## src/sv/mndq_pkg.sv

```systemverilog
// shared types and constants for the midi note-off delay queue
// no dependencies; imported by the slot cell and the top level
package mndq_pkg;

   localparam int QUEUE_DEPTH = 32;
   localparam int PTR_W       = $clog2(QUEUE_DEPTH);

   // register indexes of the control port
   localparam logic CSR_DELAY = 1'b0;
   localparam logic CSR_PEDAL = 1'b1;

   // midi codes
   localparam logic [3:0] KIND_NOTE_OFF = 4'h8;
   localparam logic [3:0] KIND_NOTE_ON  = 4'h9;
   localparam logic [1:0] FULL_COUNT    = 2'd3;

   typedef struct packed {
      logic        mode;
      logic [15:0] time_offset;
      logic [7:0]  status_byte;
      logic [7:0]  data_one;
      logic [7:0]  data_two;
      logic [1:0]  byte_count;
      logic [15:0] period_length;
   } req_word_type;

   typedef struct packed {
      logic [15:0] out_time;
      logic [7:0]  out_status;
      logic [7:0]  out_data_one;
      logic [7:0]  out_data_two;
      logic [1:0]  out_count;
      logic        last_of_run;
   } rsp_word_type;

   // one held note-off
   typedef struct packed {
      logic        valid;
      logic [23:0] bytes;
      logic [25:0] due;
   } slot_type;

   typedef enum logic [1:0] {
      OP_NOTE_ON,
      OP_NOTE_OFF,
      OP_FORWARD,
      OP_PERIOD
   } op_type;

   typedef enum logic [3:0] {
      ST_IDLE,
      ST_FIND,
      ST_WRITE,
      ST_EMIT_OFF,
      ST_EMIT_MSG,
      ST_FLUSH,
      ST_FINISH
   } state_type;

   // ring pointer step with wrap at the queue depth
   function automatic logic [PTR_W-1:0] ptr_next(input logic [PTR_W-1:0] p);
      if (p == PTR_W'(QUEUE_DEPTH - 1)) begin
         return '0;
      end
      return p + 1'b1;
   endfunction

endpackage

```

## src/sv/midi_note_off_delay_queue.sv

```systemverilog
// top level of the midi note-off delay queue: control, ring of slot cells, output stage
// depends on mndq_pkg and mndq_cell
//
//   channel | ports                       | direction | word
//   request | req_valid req_ready req_data | in        | req_word_type
//   result  | rsp_valid rsp_ready rsp_data | out       | rsp_word_type
//   control | csr_valid csr_ready csr_index csr_data | in | index, 24-bit data
//
// The held slots form a ring of cells that rotates by one slot at a time during a scan;
// the slot at the head is the only one examined. A scan first rotates the wanted slot to
// the head, then visits up to QUEUE_DEPTH slots one a cycle, save where a stall holds it.
// An item keeps the control busy through these ring rotations; the next word is taken only
// once the control is back in its idle state.
// Synchronous reset empties the queue at once. A stalled result side stops the scan
// only at a slot that has to emit; one finished word waits in the output register.
module midi_note_off_delay_queue (
   input  logic                   clock,
   input  logic                   reset,
   input  logic                   req_valid,
   output logic                   req_ready,
   input  mndq_pkg::req_word_type req_data,
   output logic                   rsp_valid,
   input  logic                   rsp_ready,
   output mndq_pkg::rsp_word_type rsp_data,
   input  logic                   csr_valid,
   output logic                   csr_ready,
   input  logic                   csr_index,
   input  logic [23:0]            csr_data
);
   import mndq_pkg::*;

   // configuration registers
   logic [23:0] delay_ff;
   logic        pedal_ff;

   always_ff @(posedge clock) begin
      if (reset) begin
         delay_ff <= '0;
         pedal_ff <= 1'b1;
      end else if (csr_valid) begin
         case (csr_index)
            CSR_DELAY: delay_ff <= csr_data;
            CSR_PEDAL: pedal_ff <= csr_data[0];
            default:   delay_ff <= delay_ff;
         endcase
      end
   end
   assign csr_ready = 1'b1;

   // control state
   state_type        state_ff, state_in;
   op_type           op_ff, op_in;
   req_word_type     item_ff, item_in;
   logic [16:0]      limit_ff, limit_in;
   logic             period_ff, period_in;
   logic             skipped_ff, skipped_in;
   logic             found_ff, found_in;
   logic [PTR_W-1:0] scan_ff, scan_in;
   logic [PTR_W-1:0] count_ff, count_in;
   logic [PTR_W-1:0] head_ff, head_in;
   logic [PTR_W-1:0] rp_ff, rp_in;
   logic [PTR_W-1:0] wp_ff, wp_in;
   logic             hold_valid_ff, hold_valid_in;
   rsp_word_type     hold_ff, hold_in;
   logic             rsp_valid_ff, rsp_valid_in;
   rsp_word_type     rsp_ff, rsp_in;

   // ring of cells, head is cell 0
   slot_type cell_q [QUEUE_DEPTH];
   slot_type cell_d [QUEUE_DEPTH];
   slot_type head, head_mod;
   logic     rotate;

   for (genvar g = 0; g < QUEUE_DEPTH; g++) begin : g_ring
      if (g == QUEUE_DEPTH - 1) begin : g_tail
         assign cell_d[g] = head_mod;
      end else begin : g_body
         assign cell_d[g] = cell_q[g+1];
      end
      mndq_cell u_cell (
         .clock  (clock),
         .reset  (reset),
         .shift  (rotate),
         .slot_d (cell_d[g]),
         .slot_q (cell_q[g])
      );
   end
   assign head = cell_q[0];

   // shared conditions
   logic         at_slot, last_visit, key_match, is_due, out_free, can_push;
   logic [25:0]  renew_due;
   logic [3:0]   item_kind;
   logic         item_off;
   op_type       new_op;
   logic         req_fire;

   always_comb begin
      at_slot    = (head_ff == scan_ff);
      last_visit = (scan_ff == wp_ff) || (count_ff == PTR_W'(QUEUE_DEPTH - 1));
      key_match  = head.valid && (head.bytes[3:0] == item_ff.status_byte[3:0])
                   && (head.bytes[14:8] == item_ff.data_one[6:0]);
      is_due     = head.due < {9'd0, limit_ff};
      renew_due  = {10'd0, item_ff.time_offset} + {2'd0, delay_ff};
      out_free   = !rsp_valid_ff || rsp_ready;
      can_push   = !hold_valid_ff || out_free;
      req_fire   = req_valid && req_ready;
      // decode the incoming word
      item_kind  = req_data.status_byte[7:4];
      item_off   = (item_kind == KIND_NOTE_OFF)
                   || (item_kind == KIND_NOTE_ON && req_data.data_two[6:0] == 7'd0);
      if (req_data.mode) begin
         new_op = OP_PERIOD;
      end else if (req_data.byte_count == FULL_COUNT && pedal_ff && item_off) begin
         new_op = OP_NOTE_OFF;
      end else if (req_data.byte_count == FULL_COUNT && pedal_ff
                   && item_kind == KIND_NOTE_ON) begin
         new_op = OP_NOTE_ON;
      end else begin
         new_op = OP_FORWARD;
      end
   end

   // next state
   always_comb begin
      state_in = state_ff;
      case (state_ff)
         ST_IDLE: begin
            if (req_fire) begin
               case (new_op)
                  OP_PERIOD:   state_in = ST_FLUSH;
                  OP_FORWARD:  state_in = ST_EMIT_MSG;
                  default:     state_in = ST_FIND;
               endcase
            end
         end
         ST_FIND: begin
            if (at_slot) begin
               if (key_match) begin
                  state_in = (op_ff == OP_NOTE_OFF) ? ST_FLUSH : ST_EMIT_OFF;
               end else if (last_visit) begin
                  state_in = (op_ff == OP_NOTE_OFF) ? ST_WRITE : ST_EMIT_MSG;
               end
            end
         end
         ST_WRITE: begin
            if (at_slot) begin
               state_in = ST_FLUSH;
            end
         end
         ST_EMIT_OFF: begin
            if (can_push) begin
               state_in = ST_EMIT_MSG;
            end
         end
         ST_EMIT_MSG: begin
            if (can_push) begin
               state_in = ST_FLUSH;
            end
         end
         ST_FLUSH: begin
            if (at_slot && last_visit && (!(head.valid && is_due) || can_push)) begin
               state_in = ST_FINISH;
            end
         end
         ST_FINISH: begin
            if (!hold_valid_ff || out_free) begin
               state_in = ST_IDLE;
            end
         end
         default: state_in = ST_IDLE;
      endcase
   end

   // datapath and outputs
   logic         emit_req, emit_fire, finish_fire;
   rsp_word_type emit_word;

   always_comb begin
      op_in      = op_ff;
      item_in    = item_ff;
      limit_in   = limit_ff;
      period_in  = period_ff;
      skipped_in = skipped_ff;
      found_in   = found_ff;
      scan_in    = scan_ff;
      count_in   = count_ff;
      rp_in      = rp_ff;
      wp_in      = wp_ff;
      rotate     = 1'b0;
      head_mod   = head;
      emit_req   = 1'b0;
      emit_word  = '0;
      finish_fire = 1'b0;
      req_ready  = (state_ff == ST_IDLE);

      case (state_ff)
         ST_IDLE: begin
            if (req_fire) begin
               item_in    = req_data;
               op_in      = new_op;
               scan_in    = rp_ff;
               count_in   = '0;
               found_in   = 1'b0;
               skipped_in = 1'b0;
               period_in  = req_data.mode;
               limit_in   = {1'b0, req_data.period_length};
            end
         end
         ST_FIND: begin
            rotate = 1'b1;
            if (at_slot) begin
               if (key_match) begin
                  found_in = 1'b1;
                  if (op_ff == OP_NOTE_OFF) begin
                     head_mod.due = renew_due;
                  end else begin
                     head_mod.valid = 1'b0;
                  end
               end else begin
                  scan_in  = ptr_next(scan_ff);
                  count_in = count_ff + 1'b1;
               end
               if (key_match || last_visit) begin
                  // next scan: the write slot or the flush start
                  scan_in  = (op_ff == OP_NOTE_OFF && !key_match) ? wp_ff : rp_ff;
                  count_in = '0;
                  limit_in = {1'b0, item_ff.time_offset} + 17'd1;
               end
            end
         end
         ST_WRITE: begin
            rotate = 1'b1;
            if (at_slot) begin
               head_mod = '{valid: 1'b1,
                            bytes: {item_ff.data_two, item_ff.data_one, item_ff.status_byte},
                            due:   renew_due};
               wp_in    = ptr_next(wp_ff);
               scan_in  = rp_ff;
               count_in = '0;
            end
         end
         ST_EMIT_OFF: begin
            emit_req  = found_ff;
            emit_word = '{out_time:     item_ff.time_offset,
                          out_status:   {KIND_NOTE_OFF, item_ff.status_byte[3:0]},
                          out_data_one: {1'b0, item_ff.data_one[6:0]},
                          out_data_two: 8'd0,
                          out_count:    FULL_COUNT,
                          last_of_run:  1'b0};
         end
         ST_EMIT_MSG: begin
            emit_req  = 1'b1;
            emit_word = '{out_time:     item_ff.time_offset,
                          out_status:   item_ff.status_byte,
                          out_data_one: (item_ff.byte_count >= 2'd2) ? item_ff.data_one : 8'd0,
                          out_data_two: (item_ff.byte_count == FULL_COUNT)
                                        ? item_ff.data_two : 8'd0,
                          out_count:    item_ff.byte_count,
                          last_of_run:  1'b0};
            scan_in   = rp_ff;
            count_in  = '0;
            limit_in  = {1'b0, item_ff.time_offset} + 17'd1;
         end
         ST_FLUSH: begin
            if (!at_slot) begin
               rotate = 1'b1;
            end else if (head.valid && is_due) begin
               emit_req  = 1'b1;
               emit_word = '{out_time:     head.due[15:0],
                             out_status:   head.bytes[7:0],
                             out_data_one: head.bytes[15:8],
                             out_data_two: head.bytes[23:16],
                             out_count:    FULL_COUNT,
                             last_of_run:  1'b0};
               if (can_push) begin
                  rotate         = 1'b1;
                  head_mod.valid = 1'b0;
                  if (!skipped_ff) begin
                     rp_in = ptr_next(rp_ff);
                  end
               end
            end else begin
               rotate = 1'b1;
               if (head.valid) begin
                  skipped_in = 1'b1;
                  if (period_ff) begin
                     head_mod.due = head.due - {9'd0, limit_ff};
                  end
               end else if (!skipped_ff) begin
                  rp_in = scan_ff;
               end
            end
            if (rotate && at_slot) begin
               scan_in  = ptr_next(scan_ff);
               count_in = count_ff + 1'b1;
            end
         end
         ST_FINISH: begin
            finish_fire = !hold_valid_ff || out_free;
         end
         default: begin
            rotate = 1'b0;
         end
      endcase
      emit_fire = emit_req && can_push;
   end

   // result staging: one word held back until the next decides its last flag
   always_comb begin
      hold_valid_in = hold_valid_ff;
      hold_in       = hold_ff;
      rsp_valid_in  = rsp_valid_ff && !rsp_ready;
      rsp_in        = rsp_ff;
      if (emit_fire) begin
         if (hold_valid_ff) begin
            rsp_valid_in = 1'b1;
            rsp_in       = hold_ff;
         end
         hold_valid_in = 1'b1;
         hold_in       = emit_word;
      end else if (finish_fire && hold_valid_ff) begin
         rsp_valid_in        = 1'b1;
         rsp_in              = hold_ff;
         rsp_in.last_of_run  = 1'b1;
         hold_valid_in       = 1'b0;
      end
   end

   assign head_in = rotate ? ptr_next(head_ff) : head_ff;

   // control registers
   always_ff @(posedge clock) begin
      if (reset) begin
         state_ff      <= ST_IDLE;
         head_ff       <= '0;
         rp_ff         <= '0;
         wp_ff         <= '0;
         hold_valid_ff <= 1'b0;
         rsp_valid_ff  <= 1'b0;
      end else begin
         state_ff      <= state_in;
         head_ff       <= head_in;
         rp_ff         <= rp_in;
         wp_ff         <= wp_in;
         hold_valid_ff <= hold_valid_in;
         rsp_valid_ff  <= rsp_valid_in;
      end
   end

   // item and scan registers
   always_ff @(posedge clock) begin
      op_ff      <= op_in;
      item_ff    <= item_in;
      limit_ff   <= limit_in;
      period_ff  <= period_in;
      skipped_ff <= skipped_in;
      found_ff   <= found_in;
      scan_ff    <= scan_in;
      count_ff   <= count_in;
      hold_ff    <= hold_in;
      rsp_ff     <= rsp_in;
   end

   assign rsp_valid = rsp_valid_ff;
   assign rsp_data  = rsp_ff;

   // nothing may be left staged between items
   a_idle_hold_empty: assert property (@(posedge clock) disable iff (reset)
      state_ff == ST_IDLE |-> !hold_valid_ff)
      else $error("staged result left over at idle");

   // the output register is only loaded when it is free
   a_push_free: assert property (@(posedge clock) disable iff (reset)
      (emit_fire && hold_valid_ff) || (finish_fire && hold_valid_ff) |-> out_free)
      else $error("result overwritten in output register");

   // an accepted word always starts work
   a_req_starts: assert property (@(posedge clock) disable iff (reset)
      req_fire |=> state_ff != ST_IDLE)
      else $error("accepted word dropped");

   // a word marked last only leaves in the finishing step
   a_last_at_finish: assert property (@(posedge clock) disable iff (reset)
      rsp_valid_in && rsp_in.last_of_run && !(rsp_valid_ff && !rsp_ready)
      |-> state_ff == ST_FINISH)
      else $error("last flag outside finish");

endmodule

```

## src/sv/mndq_cell.sv

```systemverilog
// one slot of the rotating ring of held note-offs
// depends on mndq_pkg
module mndq_cell (
   input  logic               clock,
   input  logic               reset,
   input  logic               shift,
   input  mndq_pkg::slot_type slot_d,
   output mndq_pkg::slot_type slot_q
);
   import mndq_pkg::*;

   logic        valid_ff;
   logic [23:0] bytes_ff;
   logic [25:0] due_ff;

   // valid bit clears on reset
   always_ff @(posedge clock) begin
      if (reset) begin
         valid_ff <= 1'b0;
      end else if (shift) begin
         valid_ff <= slot_d.valid;
      end
   end

   // payload moves with the ring
   always_ff @(posedge clock) begin
      if (shift) begin
         bytes_ff <= slot_d.bytes;
         due_ff   <= slot_d.due;
      end
   end

   assign slot_q = '{valid: valid_ff, bytes: bytes_ff, due: due_ff};

endmodule
```

## config.mk

```make
export PLATFORM = sky130hd
export DESIGN_NAME = midi_note_off_delay_queue
export DESIGN_NICKNAME = d
export VERILOG_FILES = /design/src/sv/mndq_pkg.sv /design/src/sv/midi_note_off_delay_queue.sv /design/src/sv/mndq_cell.sv
export SDC_FILE = /design/constraint.sdc
export NUM_CORES = 1
export LEC_CHECK = 0
export ABC_AREA = 1
export BUFFER_PORTS_ARGS = -buffer_cell sky130_fd_sc_hd__buf_4
export CAP_MARGIN = 40
export CORE_UTILIZATION = 30
export CTS_CLUSTER_DIAMETER = 100
export DETAILED_ROUTE_END_ITERATION = 12
export GPL_ROUTABILITY_DRIVEN = 0
export PLACE_DENSITY = 0.4
export SLEW_MARGIN = 10
export SYNTH_ARGS = -nofsm -noshare
export SYNTH_HDL_FRONTEND = slang
export SYNTH_HIERARCHICAL = 1
export SYNTH_SLANG_ARGS = --single-unit
```

## constraint.sdc

```tcl
create_clock -name clock -period 73.9 [get_ports clock]
set_input_delay 14.78 -clock clock [delete_from_list [all_inputs] [get_ports clock]]
set_output_delay 14.78 -clock clock [all_outputs]
set_load 0.005 [all_outputs]
```

# == Yosys cells after proc, flatten, opt, wreduce, memory -nomap -nowiden ==
# Index checks and enable logic that the tools add are counted.
# word_totals
regBits,1838
input_bits,89
out_inout_bits,46
word_cells,337
# classes
add_sub_neg,8
n_lt_le_gt_ge,2
n_eq_ne,40
muxes,112
n_bitwise,2
n_reduce_logical,45
# ops
operator,n
$mux 43,5
$mux 26,7
$mux 5,27
$pmux 43 s3,1
$pmux 26 s3,1
$mux 17,3
$mux 51,1
$pmux 17 s3,1
$pmux 5 s5,2
$mux 1,40
$mux 4,9
$ne 2x2->1 const B,14
$pmux 4 s7,1
$lt 26x17->1,1
$sub 26x17->26,1
$add 16x24->25,1
$add 5x1->5 const B,5
$eq 5x5->1 const B,5
$mux 24,1
$add 16x1->17 const B,1
$mux 8,2
$logic_and 1x1->1,15
$eq 4x3->1 const B,3
$eq 5x5->1,2
29 further kinds,60

# == Logic depth before layout (Yosys ltp) ==
# Gate-level depths: netlist (run 1).
# depth
ltp_word,13
mapped_depth,17
depth_no_buf,17

# == Hierarchy ==
# Netlist (run 1), hierarchy kept.
# modules_own_cells
module,n_inst,cells_per_inst,area_each_um2,seq_area_each_um2
mndq_cell,32,58,1554.0,1521.5
midi_note_off_delay_queue,1,1668,12821.0,5675.4

# == Least setup slack after synthesis (run 1) ==
# Ideal clock, no wire load.
# synth_path
path_kind,input to register
startpoint,in rsp_ready
endpoint,reg g_ring[0].u_cell.bytes_ff[0] (enable)
setup_time_ps,11251
arrival_time_ps,41775
required_ps,62649
slack_ps,20873
stages,6
path_buffers,0
path_cell_list,inv_1 nand2_1 nor2_1 nand4_1 o21ai_2 nand2_1
# synth_via
elab_chain_cells,7
# synth_rtl
element,line_no,source
from (decl),midi_note_off_delay_queue.sv:23,"input logic rsp_ready,"
$logic_or 1x1->1,midi_note_off_delay_queue.sv:105,out_free = !rsp_valid_ff || rsp_ready;
$logic_or 1x1->1,midi_note_off_delay_queue.sv:106,can_push = !hold_valid_ff || out_free;
$mux 1,midi_note_off_delay_queue.sv:276,if (can_push) begin
$mux 1,midi_note_off_delay_queue.sv:268,end else if (head.valid && is_due) begin
$mux 1,midi_note_off_delay_queue.sv:266,if (!at_slot) begin
$mux 1,midi_note_off_delay_queue.sv:197,case (state_ff)
$pmux 1 s2,midi_note_off_delay_queue.sv:197,
net rotate,midi_note_off_delay_queue.sv:72,logic rotate;
to (signal assigned),mndq_cell.sv:28,bytes_ff <= slot_d.bytes;
to (decl),mndq_cell.sv:13,logic [23:0] bytes_ff;
# The timed path passes the listed nets, and every way through them passes these cells. The select of a mux whose other input is x is not followed.
# A chain may end at the register's enable or synchronous reset.

# == Worst setup path after layout (run 1) ==
# layout_path
startpoint,in rsp_ready
endpoint,reg g_ring[11].u_cell.due_ff[15] (enable)
# layout_via
elab_chain_cells,7
# layout_rtl
element,line_no,source
$logic_or 1x1->1,midi_note_off_delay_queue.sv:105,
$logic_or 1x1->1,midi_note_off_delay_queue.sv:106,
$mux 1,midi_note_off_delay_queue.sv:276,
$mux 1,midi_note_off_delay_queue.sv:268,
$mux 1,midi_note_off_delay_queue.sv:266,
$mux 1,midi_note_off_delay_queue.sv:197,
$pmux 1 s2,midi_note_off_delay_queue.sv:197,
net rotate,midi_note_off_delay_queue.sv:72,
to (signal assigned),mndq_cell.sv:29,due_ff <= slot_d.due;
to (decl),mndq_cell.sv:14,logic [25:0] due_ff;
# The timed path passes the listed nets, and every way through them passes these cells. The select of a mux whose other input is x is not followed.

==> results of run 1 <==
==> per-layer routing <==
layer	part of all wire	track usage	up-vias
met5	0	0	-
li1	-	-	13400
met1	0.47	0.162	14100
met3	0.044	0.0251	243
met4	0.046	0.0561	0
met2	0.44	0.166	536
==> layout make-up <==
| class | count | area [µm²] |
|---|---|---|
| Timing Repair Buffer | 175 | 1610 |
| Clock buffer | 250 | 5130 |
| Multi-Input combinational cell | 1291 | 6520 |
| Inverter | 327 | 1230 |
| Clock inverter | 98 | 820 |
| Sequential cell | 1836 | 54400 |
| Fill cell | 19500 | 134000 |
| Tap cell | 2788 | 3490 |
| Antenna cell | 4 | 10.0 |
==> worst min path at each step <==
stage / from / to / slack [ns] / depth (start not counted)
floorplan: g_ring[1].u_cell/bytes_ff[0]$_DFFE_PP_ / g_ring[0].u_cell/bytes_ff[0]$_DFFE_PP_ / 0.40 / 0
global placement: g_ring[1].u_cell/due_ff[22]$_DFFE_PP_ / g_ring[0].u_cell/due_ff[22]$_DFFE_PP_ / 0.40 / 0
detailed placement: g_ring[1].u_cell/bytes_ff[17]$_DFFE_PP_ / g_ring[0].u_cell/bytes_ff[17]$_DFFE_PP_ / 0.40 / 0
CTS: hold_ff[17]$_DFFE_PP_ / rsp_data[17]$_DFFE_PP_ / 0.39 / 0
global route: g_ring[3].u_cell/due_ff[5]$_DFFE_PP_ / g_ring[2].u_cell/due_ff[5]$_DFFE_PP_ / 0.40 / 0
finish: g_ring[23].u_cell/due_ff[5]$_DFFE_PP_ / g_ring[22].u_cell/due_ff[5]$_DFFE_PP_ / 0.40 / 0
==> power groups by stage <==
stage / logic, µW / registers, µW / clock network, µW
6_report: 504 / 1770 / 912
5_1_grt: 565 / 1810 / 989
4_1_cts: 516 / 1780 / 950
3_5_place_dp: 515 / 1790 / 0
3_3_place_gp: 486 / 1800 / 0
2_1_floorplan: 430 / 2640 / 0
==> cell usage after synthesis, types with 2 or more instances <==
| master | instances | area share |
|---|---|---|
| edfxtp_1 | 1759 | 0.84 |
| nand2_1 | 535 | 0.032 |
| inv_1 | 313 | 0.019 |
| nor2_1 | 182 | 0.011 |
| nand3_1 | 102 | 0.0082 |
| o21ai_0 | 88 | 0.0070 |
| dfxtp_1 | 77 | 0.025 |
| a21oi_1 | 75 | 0.0060 |
| ha_1 | 45 | 0.0090 |
| buf_4 | 37 | 0.0044 |
| nand4_1 | 37 | 0.0037 |
| nor2_2 | 37 | 0.0037 |
| o22ai_1 | 32 | 0.0032 |
| nor3_1 | 27 | 0.0022 |
| xor2_1 | 18 | 0.0025 |
| xnor2_1 | 17 | 0.0024 |
| buf_2 | 14 | 0.0011 |
| o211ai_1 | 14 | 0.0017 |
| inv_2 | 13 | 0.00078 |
| clkbuf_1 | 11 | 0.00066 |
| o21ai_1 | 9 | 0.00072 |
| or2_2 | 8 | 0.00080 |
| nand2_2 | 7 | 0.00070 |
| nor2_4 | 6 | 0.0011 |
| buf_6 | 5 | 0.00090 |
| a31oi_1 | 4 | 0.00040 |
| nand3_2 | 4 | 0.00064 |
| o2111ai_1 | 4 | 0.00056 |
| buf_1 | 3 | 0.00018 |
| nand3b_1 | 3 | 0.00036 |
| o21bai_1 | 3 | 0.00036 |
| o31ai_1 | 3 | 0.00036 |
| a211oi_1 | 2 | 0.00024 |
| a22oi_1 | 2 | 0.00024 |
| and2_1 | 2 | 0.00020 |
| fa_1 | 2 | 0.00064 |
| nor2_8 | 2 | 0.00064 |
| nor3b_1 | 2 | 0.00024 |
| nor4_1 | 2 | 0.00020 |
| o211a_1 | 2 | 0.00032 |
| o21ai_2 | 2 | 0.00028 |
| o221ai_1 | 2 | 0.00028 |
==> kinds of logic after synthesis <==
family | after synthesis | synth area share
XOR/XNOR | 35 | 0.00490
adder cells (fa/ha/maj) | 47 | 0.00964
other | 1 | 0.0000600
buffers and inverters | 397 | 0.0270
AO/OA/AOI/OAI | 248 | 0.0228
AND/OR/NAND/NOR | 960 | 0.0665
flip-flops | 1836 | 0.869
==> per-stage QoR <==
stage / instance area (µm²) / hold slack, ns / instances / util
2_1_floorplan: 62500 / 0.400 / 3524 / -
3_3_place_gp: 66800 / 0.400 / 6398 / 0.323
3_5_place_dp: 67200 / 0.405 / 6416 / 0.324
4_1_cts: 73100 / 0.394 / 6764 / 0.353
5_1_grt: 73200 / 0.401 / 6768 / 0.353
6_report: 73200 / 0.397 / 6769 / 0.353
==> registers in the layout (all words and copies together) (netlist names), 2 cells and up <==
name,cells
count_ff,5
delay_ff,24
g_ring.u_cell/bytes_ff,768
g_ring.u_cell/due_ff,832
g_ring.u_cell/valid_ff,32
head_ff,5
hold_ff,42
item_ff,42
limit_ff,17
op_ff,2
rp_ff,5
rsp_data,43
scan_ff,5
state_ff,3
wp_ff,5
==> worst max-delay path, stage by stage <==
cell	delay, ns
buf_4	0.08
inv_1	0.09
nand2_1	0.13
nor2_1	0.08
nand4_1	0.18
o21ai_2	0.14
nand2_4	0.35
buf_16	0.29
buf_4	0.46
buf_16	0.30
buf_4	0.66
buf_12	0.57
==> layout by cell type (no fill, tap or decap), drive strengths merged, types with 37 or more instances in the layout <==
cell    count
nand2     543
a21oi      75
o21ai     100
dfxtp      77
edfxtp   1759
inv       332
ha         45
nand3     107
buf       175
nand4      37
nor2      227
clkinv     78
clkbuf    250
==> summary.txt, run 1 <==
Clock network
  – Root Buffer: clkbuf_16
  – TritonCTS Buffers: 191
  – # hold bufs at CTS: 0
  – Post-CTS sizing: 0
  – Sink Count: between 1500 and 2000
  – Clk buf depth: 3
  – Worst-Skew Late Latency: 0.82 ns
  – H-tree depth: 4
  – Clock slew at reported path FFs: 0.06 ns
  – Setup Buffers After CTS: 0
  – CTS tree: built

Critical path
  – R2r setup slk: 68.43 ns
  – Crit. Startpoint: rsp_ready
  – WP data arrival: 18.39 ns
  – Critical path class: in2reg
  – R2R Path End: g_ring[11].u_cell/due_ff[15]$_DFFE_PP_
  – Crit-path max FO: 142
  – Crit. End Element: flip-flop
  – CP Capture Point: g_ring[11].u_cell/due_ff[15]$_DFFE_PP_
  – Crit path launch type: primary input
  – Required time of the critical path: 74.34 ns
  – Reg2Reg Depth: 14
  – Origin of the critical flop-to-flop path: g_ring[0].u_cell/due_ff[4]$_DFFE_PP_

Power
  – Sw frac: 0.279
  – Max VDD drop: 37.5 µV
  – Logic pwr share: 0.158
  – Clock power share: 0.286
  – Switching pwr: 888 µW
  – Power per cell area: 43.5 nW/µm²
  – P_leak: 0.0249 µW
  – Part of the power in registers: 0.556
  – Power Total: 3190 µW
  – P_int: 2300 µW

Timing
  – Endpoints failing hold: 0
  – Worst clock skew: 0.0312 ns
  – Final Setup Violations: 0
  – Slew Limit Fails: 0
  – Final period utilization: 0.243
  – Worst-Margin Slew: 1.06 ns
  – Tmin final: around 18 ns
  – Peak Freq: about 56 MHz
  – Fin worst setup slack: ~56 ns
  – Setup TNS: 0 ns
  – Slew Limit Headroom: 0.291
  – RSZ-0062 raised after global routing: false

Route
  – Via count: 28300
  – Routed length per instance: 17.6 µm
  – Vias/cell: 4.18
  – Routed Antenna Nets: 0
  – Total Routed Length: ~120000 µm
  – Initial drt markers: 2498
  – Drt drc: 0
  – Initial DRT Pass Iterations: 5

Final layout
  – Area Overhead vs Synth: 17.0%
  – Nets@finish: 3958
  – Share of cells above drive strength 1: 0.131

Synthesis
  – Sequential share of the synthesized area: 0.869
  – Syn Std Cell Area: 62500 µm²
  – Synth Register Bits: 1836
  – Asr flop ratio synth: 0
  – Synth cell types: 54
  – Top FF cell, synth: edfxtp_1
  – Post-synth EDFFs: 1759
  – Yosys warns: 6
  – Syn_nets: approximately 3700
  – Syn_area_per_cell: 17.7 µm²
  – Syn Inst Count: approximately 3500

Min path
  – Worst hold path type: reg2reg

GRT
  – First-pass GRT wire length: 180000 µm
  – Largest net degree at the start of global routing: 196
  – Overall Global Routing Usage: 0.115
  – Total gr overflow: 0
  – Vias in the first global route: roughly 28000
  – Initial antenna violation count: 9

Placement
  – Worst slack at placement: 55.07 ns
  – Port bufs: 133
  – Hpwl dp: 73800 µm

Floorplan
  – Horiz. Die Dim: 459 µm
  – Core box area: 207000 µm²
  – Die Y: 459 µm
  – Ports: 135
  – Initial Utilization: 0.302
  – Die ar.: 210000 µm²
  – # rows: 167

Outcome
  – Status: finished clean

Flow run
  – Max Cap Viol: 0
(Power assumes the default switching activity.)
==> run 2: changes to the inputs <==
- clock period: 73.9 -> 16.6 ns (I/O delays scaled with it)
==> run 2 against run 1 <==
Compared with the run above: global-route usage hardly changed; largest cell class unchanged; sequential cell count stayed put; final cell count shrank 0.15%; setup slack got worse by 46 ns.
==> summary.txt, run 2 (synthesis gave the netlist of run 1 again) <==
Power
  – Part of the power in registers: 0.560 (was 0.556)
  – P_leak: 0.0248 µW (was 0.0249 µW)
  – Sw frac: 0.283 (was 0.279)
  – Clock power share: 0.281 (was 0.286)
  – Power per cell area: 193 nW/µm² (was 43.5 nW/µm²)
  – Logic pwr share: 0.158 (about the same)
  – P_int: 10100 µW (was 2300 µW)
  – Max VDD drop: 166 µV (was 37.5 µV)
  – Switching pwr: 3990 µW (was 888 µW)

Final layout
  – Nets@finish: 3952 (was 3958)
  – Final core occ: 0.352 (was 0.353)
  – Area Overhead vs Synth: 16.4% (was 17.0%)
  – Commonest non-fill, non-tap cell in the layout: edfxtp_1 (unchanged)
  – Top reg by flops: g_ring.u_cell/due_ff (unchanged)
  – Post-Layout Cell Count: 6759 (was 6769)
  – Max reg flops: 832 (unchanged)
  – Number of fill cells: 19600 (was 19500)
  – Share of cells above drive strength 1: 0.129 (was 0.131)
  – Most frequent cells in the layout: 1759 x edfxtp_1, 533 x nand2_1, 313 x inv_1 (unchanged)

Route
  – Total Routed Length: 120000 µm (was 119000 µm)
  – Routed Antenna Nets: 0 (unchanged)
  – Vias/cell: 4.19 (was 4.18)
  – Initial drt markers: 2406 (was 2498)
  – Via count: 28300 (about the same)
  – Initial DRT Pass Iterations: 5 (unchanged)
  – Routed length per instance: 17.7 µm (was 17.6 µm)
  – Drt drc: 0 (unchanged)

Timing
  – Endpoints failing hold: 0 (unchanged)
  – Final period utilization: 0.380
  – RSZ-0062 raised after global routing: false (unchanged)
  – Setup TNS: 0 ns (unchanged)
  – Slew Limit Fails: 0 (unchanged)
  – Worst hold margin: 0.394 ns (was 0.397 ns)
  – Fin worst setup slack: 10.28 ns (was 55.94 ns)
  – Tmin final: 6.32 ns
  – Peak Freq: approximately 160 MHz
  – Slew Limit Headroom: 0.251 (was 0.291)
  – Final Setup Violations: 0 (unchanged)
  – Worst-Margin Slew: 1.12 ns (was 1.06 ns)
  – Worst clock skew: 0.0382 ns (was 0.0312 ns)

Clock network
  – Root Buffer: clkbuf_16 (unchanged)
  – Setup Buffers After CTS: 0 (unchanged)
  – Worst-Skew Late Latency: 0.82 ns (about the same)
  – Sink Count: 1836 (unchanged)
  – TritonCTS Buffers: 191 (unchanged)
  – Clock slew at reported path FFs: 0.06 ns (about the same)
  – Clk buf depth: 3 (unchanged)
  – # hold bufs at CTS: 0 (unchanged)
  – Post-CTS sizing: 0 (unchanged)
  – H-tree depth: 4 (unchanged)
  – CTS tree: built (unchanged)

Critical path
  – WP data arrival: 6.79 ns (was 18.39 ns)
  – Required time of the critical path: 17.08 ns (was 74.34 ns)
  – CP Cell Sequence: buf_4 -> inv_1 -> nand2_1 -> nor2_1 -> nand4_1 -> o21ai_2 -> nand2_8 -> buf_4 -> buf_12 -> buf_4 -> buf_12 (was buf_4 -> inv_1 -> nand2_1 -> nor2_1 -> nand4_1 -> o21ai_2 -> nand2_4 -> buf_16 -> buf_4 -> buf_16 -> buf_4 -> buf_12)
  – Critical path class: in2reg (unchanged)
  – Crit-path max FO: 190 (was 142)
  – CP peak stage delay: 0.72 ns (was 0.66 ns)
  – Crit. End Element: flip-flop (unchanged)
  – Most used cell, CP: buf_4 (unchanged)
  – Slowest cell on crit path: buf_12 (was buf_4)
  – Crit path launch type: primary input (unchanged)

GRT
  – Overall Global Routing Usage: 0.115 (about the same)
  – Total gr overflow: 0 (unchanged)
  – First-pass GRT wire length: 181000 µm (was 180000 µm)
  – Initial antenna violation count: 19 (was 9)
  – Largest net degree at the start of global routing: 191 (was 196)
  – Vias in the first global route: 27800 (was 27600)

Floorplan
  – Die Y: 459 µm (unchanged)
  – Ports: 135 (unchanged)
  – Die ar.: 210000 µm² (unchanged)
  – Initial Utilization: 0.302 (unchanged)
  – Horiz. Die Dim: 459 µm (unchanged)
  – # rows: 167 (unchanged)
  – Core box area: 207000 µm² (unchanged)

Min path
  – Worst hold path type: reg2reg (unchanged)

Outcome
  – Status: finished clean (unchanged)

Placement
  – Worst slack at placement: 9.44 ns (was 55.07 ns)
  – Port bufs: 133 (unchanged)
  – Dpl cells: 6411 (was 6416)
  – Hpwl dp: 74200 µm (was 73800 µm)

Flow run
  – Max Cap Viol: 0 (unchanged)
==> run 2: final cells by class <==
| cell class | instances | area [µm²] | share of cell area |
|---|---|---|---|
| clock buffer | 243 | 5010 | 0.0687 |
| tap | 2788 | 3490 | 0.0479 |
| sequential | 1836 | 54400 | 0.747 |
| timing repair buffer | 169 | 1470 | 0.0202 |
| antenna | 2 | 5.00 | 0.0000687 |
| multi-input combinational | 1291 | 6530 | 0.0897 |
| inverter | 327 | 1230 | 0.0169 |
| clock inverter | 103 | 727 | 0.00998 |
==> run 2: worst max-delay path: cells and delay by family <==
kind | cells | cell delay [ns]
buffers and inverters | 6 | 2.45
AND/OR/NAND/NOR | 4 | 0.54
AO/OA/AOI/OAI | 1 | 0.15
==> run 2: worst paths after layout <==
path | startpoint | to | slack (ns) | depth (start not counted)
hold / removal | g_ring[2].u_cell/due_ff[2]$_DFFE_PP_ | g_ring[1].u_cell/due_ff[2]$_DFFE_PP_ | 0.39 | 0
setup reg to reg | g_ring[0].u_cell/due_ff[8]$_DFFE_PP_ | g_ring[12].u_cell/due_ff[0]$_DFFE_PP_ | 11.41 | 13
hold reg to reg | g_ring[2].u_cell/due_ff[2]$_DFFE_PP_ | g_ring[1].u_cell/due_ff[2]$_DFFE_PP_ | 0.39 | 0
setup / recovery | rsp_ready | g_ring[12].u_cell/due_ff[0]$_DFFE_PP_ | 10.28 | 11
==> run 2: routing by layer <==
metal	part of all wire	GRT usage	vias to the layer above	wire length, µm
met4	0.028	0.0398	10	3310
li1	-	-	13400	-
met1	0.48	0.164	14200	57100
met5	0.00054	0	-	65
met2	0.45	0.172	498	54200
met3	0.043	0.0253	235	5100
==> run 2: per-stage QoR <==
step / area [µm²] / total power (µW)
3_5_place_dp: 67100 / 10300
4_1_cts: 72800 / 14400
2_1_floorplan: 62600 / 10500
6_report: 72800 / 14100
5_1_grt: 72800 / 14900
3_3_place_gp: 66800 / 10200
==> run 2: power by group through the flow <==
stage | sequential, µW | clock (µW) | combinational [µW]
global placement | 8000 | 0 | 2190
CTS | 7930 | 4130 | 2290
global route | 8060 | 4300 | 2500
finish | 7890 | 3960 | 2230
floorplan | 8920 | 0 | 1620
detailed placement | 7990 | 0 | 2290
==> run 3: changes to the inputs <==
- PLACE_DENSITY: 0.4 -> 0.42
- clock period: 16.6 -> 5.7 ns (I/O delays scaled with it)
==> run 3 against run 2 <==
Compared with the run above: first-iteration DRC count rose by 11%; wire length shrank 0.79%; hold slack got worse by 0.012 ns; die area is the same; sequential power rose to 2.9 times the previous value; clock power rose to 3.1 times the previous value; global-route usage shrank 0.16 points; utilization up 0.31 points; highest routed layer is now met4.
==> summary.txt, run 3 (synthesis gave the netlist of run 1 again) <==
Placement
  – Worst slack at placement: 2.02 ns (was 9.44 ns)
  – Hpwl dp: 74500 µm (was 74200 µm)
  – Port bufs: 133 (unchanged)
  – Area after DPL: 67400 µm² (was 67100 µm²)

Timing
  – Endpoints failing hold: 0 (unchanged)
  – Fin worst setup slack: 2.09 ns (was 10.28 ns)
  – Final period utilization: 0.633
  – Final Setup Violations: 0 (unchanged)
  – Worst-Margin Slew: 0.800 ns (was 1.12 ns)
  – RSZ-0062 raised after global routing: false (unchanged)
  – Setup TNS: 0 ns (unchanged)
  – Peak Freq: between 200 and 300 MHz
  – Tmin final: around 3.6 ns
  – Slew Limit Headroom: 0.461 (was 0.251)
  – Worst hold margin: 0.383 ns (was 0.394 ns)
  – Slew Limit Fails: 0 (unchanged)
  – Worst clock skew: 0.0453 ns (was 0.0382 ns)

Final layout
  – Share of cells above drive strength 1: 0.138 (was 0.129)
  – Top reg by flops: g_ring.u_cell/due_ff (unchanged)
  – Nets@finish: 3962 (was 3952)
  – Most frequent cells in the layout: 1759 x edfxtp_1, 531 x nand2_1, 310 x inv_1 (was 1759 x edfxtp_1, 533 x nand2_1, 313 x inv_1)
  – Design area: 73500 µm² (was 72800 µm²)
  – Max reg flops: 832 (unchanged)
  – Area Overhead vs Synth: 17.5% (was 16.4%)
  – Commonest non-fill, non-tap cell in the layout: edfxtp_1 (unchanged)

Critical path
  – R2r setup slk: 2.09 ns (was 11.41 ns)
  – Crit path launch type: flip-flop (was primary input)
  – Critical path class: reg2reg (was in2reg)
  – WP data arrival: 4.12 ns (was 6.79 ns)
  – Crit. End Element: flip-flop (unchanged)
  – Crit-path max FO: 79 (was 190)
  – Required time of the critical path: 6.21 ns (was 17.08 ns)

Floorplan
  – Horiz. Die Dim: 459 µm (unchanged)
  – # rows: 167 (unchanged)
  – Ports: 135 (unchanged)
  – Initial Utilization: 0.302 (unchanged)
  – Die ar.: 210000 µm² (unchanged)
  – Die Y: 459 µm (unchanged)
  – Core box area: 207000 µm² (unchanged)

GRT
  – Vias in the first global route: 27400 (was 27800)
  – Total gr overflow: 0 (unchanged)
  – First-pass GRT wire length: 178000 µm (was 181000 µm)
  – Initial antenna violation count: 9 (was 19)
  – Overall Global Routing Usage: 0.113 (was 0.115)
  – Largest net degree at the start of global routing: 108 (was 191)

Route
  – Drt drc: 0 (unchanged)
  – Vias/cell: 4.15 (was 4.19)
  – Initial drt markers: 2663 (was 2406)
  – Via count: 28100 (was 28300)
  – Initial DRT Pass Iterations: 6 (was 5)
  – Routed length per instance: 17.5 µm (was 17.7 µm)
  – Total Routed Length: 119000 µm (was 120000 µm)
  – Routed Antenna Nets: 0 (unchanged)

Clock network
  – Sink Count: 1836 (unchanged)
  – Root Buffer: clkbuf_16 (unchanged)
  – Post-CTS sizing: 0 (unchanged)
  – Setup Buffers After CTS: 0 (unchanged)
  – Clock slew at reported path FFs: 0.06 ns (about the same)
  – H-tree depth: 4 (unchanged)
  – Clk buf depth: 3 (unchanged)
  – TritonCTS Buffers: 189 (was 191)
  – Worst-Skew Late Latency: 0.83 ns (was 0.82 ns)
  – # hold bufs at CTS: 0 (unchanged)
  – CTS tree: built (unchanged)

Outcome
  – Status: finished clean (unchanged)

Power
  – P_leak: 0.0251 µW (was 0.0248 µW)
  – Max VDD drop: 341 µV (was 166 µV)
  – Power per cell area: 567 nW/µm² (was 193 nW/µm²)

Min path
  – Worst hold path type: reg2reg (unchanged)

Flow run
  – Max Cap Viol: 0 (unchanged)
## run 3: changes by cell type in the layout (fill, tap and decap cells not counted), moves of 3 or more
cell / before / now
buf_12: 6 / 19
bufinv_16: 4 / 15
clkbuf_1: 50 / 44
buf_4: 155 / 160
clkinv_1: 45 / 40
buf_16: 6 / 2
clkinv_16: 2 / 6
clkbuf_8: 1 / 4
clkinvlp_4: 5 / 2
ha_1: 45 / 42
ha_4: 0 / 3
inv_1: 313 / 310
## run 3: final cells by class
class / instances / area (µm²)
diodes: 4 / 10.0
repair buffers: 181 / 1640
clock buffers: 240 / 5020
inverters: 327 / 1240
flip-flops and latches: 1836 / 54400
clock inverters: 106 / 1080
well taps: 2788 / 3490
multi-input cells: 1291 / 6620
fillers: 19500 / 134000
## run 3: layer usage
layer | track usage | part of all wire | up-vias
li1 | - | - | 13400
met2 | 0.167 | 0.45 | 511
met4 | 0.0530 | 0.041 | 0
met3 | 0.0256 | 0.044 | 232
met5 | 0 | 0 | -
met1 | 0.158 | 0.47 | 13900
## run 3: worst paths after layout
| kind | to | start | cells after the start |
|---|---|---|---|
| hold reg to reg | g_ring[10].u_cell/due_ff[20]$_DFFE_PP_ | g_ring[11].u_cell/due_ff[20]$_DFFE_PP_ | 0 |
| setup reg to reg | g_ring[23].u_cell/bytes_ff[4]$_DFFE_PP_ | g_ring[0].u_cell/due_ff[16]$_DFFE_PP_ | 14 |
| setup / recovery | g_ring[23].u_cell/bytes_ff[4]$_DFFE_PP_ | g_ring[0].u_cell/due_ff[16]$_DFFE_PP_ | 14 |
| hold / removal | g_ring[10].u_cell/due_ff[20]$_DFFE_PP_ | g_ring[11].u_cell/due_ff[20]$_DFFE_PP_ | 0 |
## run 3: power breakdown
| part | internal [µW] | switching [µW] | total (µW) |
|---|---|---|---|
| clock | 6940 | 5160 | 12100 |
| sequential | 21500 | 1380 | 22900 |
| combinational | 1510 | 5110 | 6620 |
## run 3: critical path: stages, from the launching register on
cell      delay, ns
edfxtp_1       0.38
ha_1           0.37
inv_1          0.08
nor2_1         0.09
inv_1          0.07
nor2_1         0.12
inv_1          0.08
nor2_1         0.16
nand2_4        0.12
nand4_1        0.22
o21ai_4        0.14
nand2_8        0.29
buf_16         0.42
buf_4          0.41
buf_4          0.29
## run 3: per-stage QoR
step / total power, µW / util / std cells
after floorplan: 25700 / - / 3524
after global placement: 29900 / 0.325 / 6419
after detailed placement: 30000 / 0.325 / 6423
after CTS: 42400 / 0.355 / 6769
after global routing: 43900 / 0.355 / 6770
final: 41600 / 0.355 / 6773
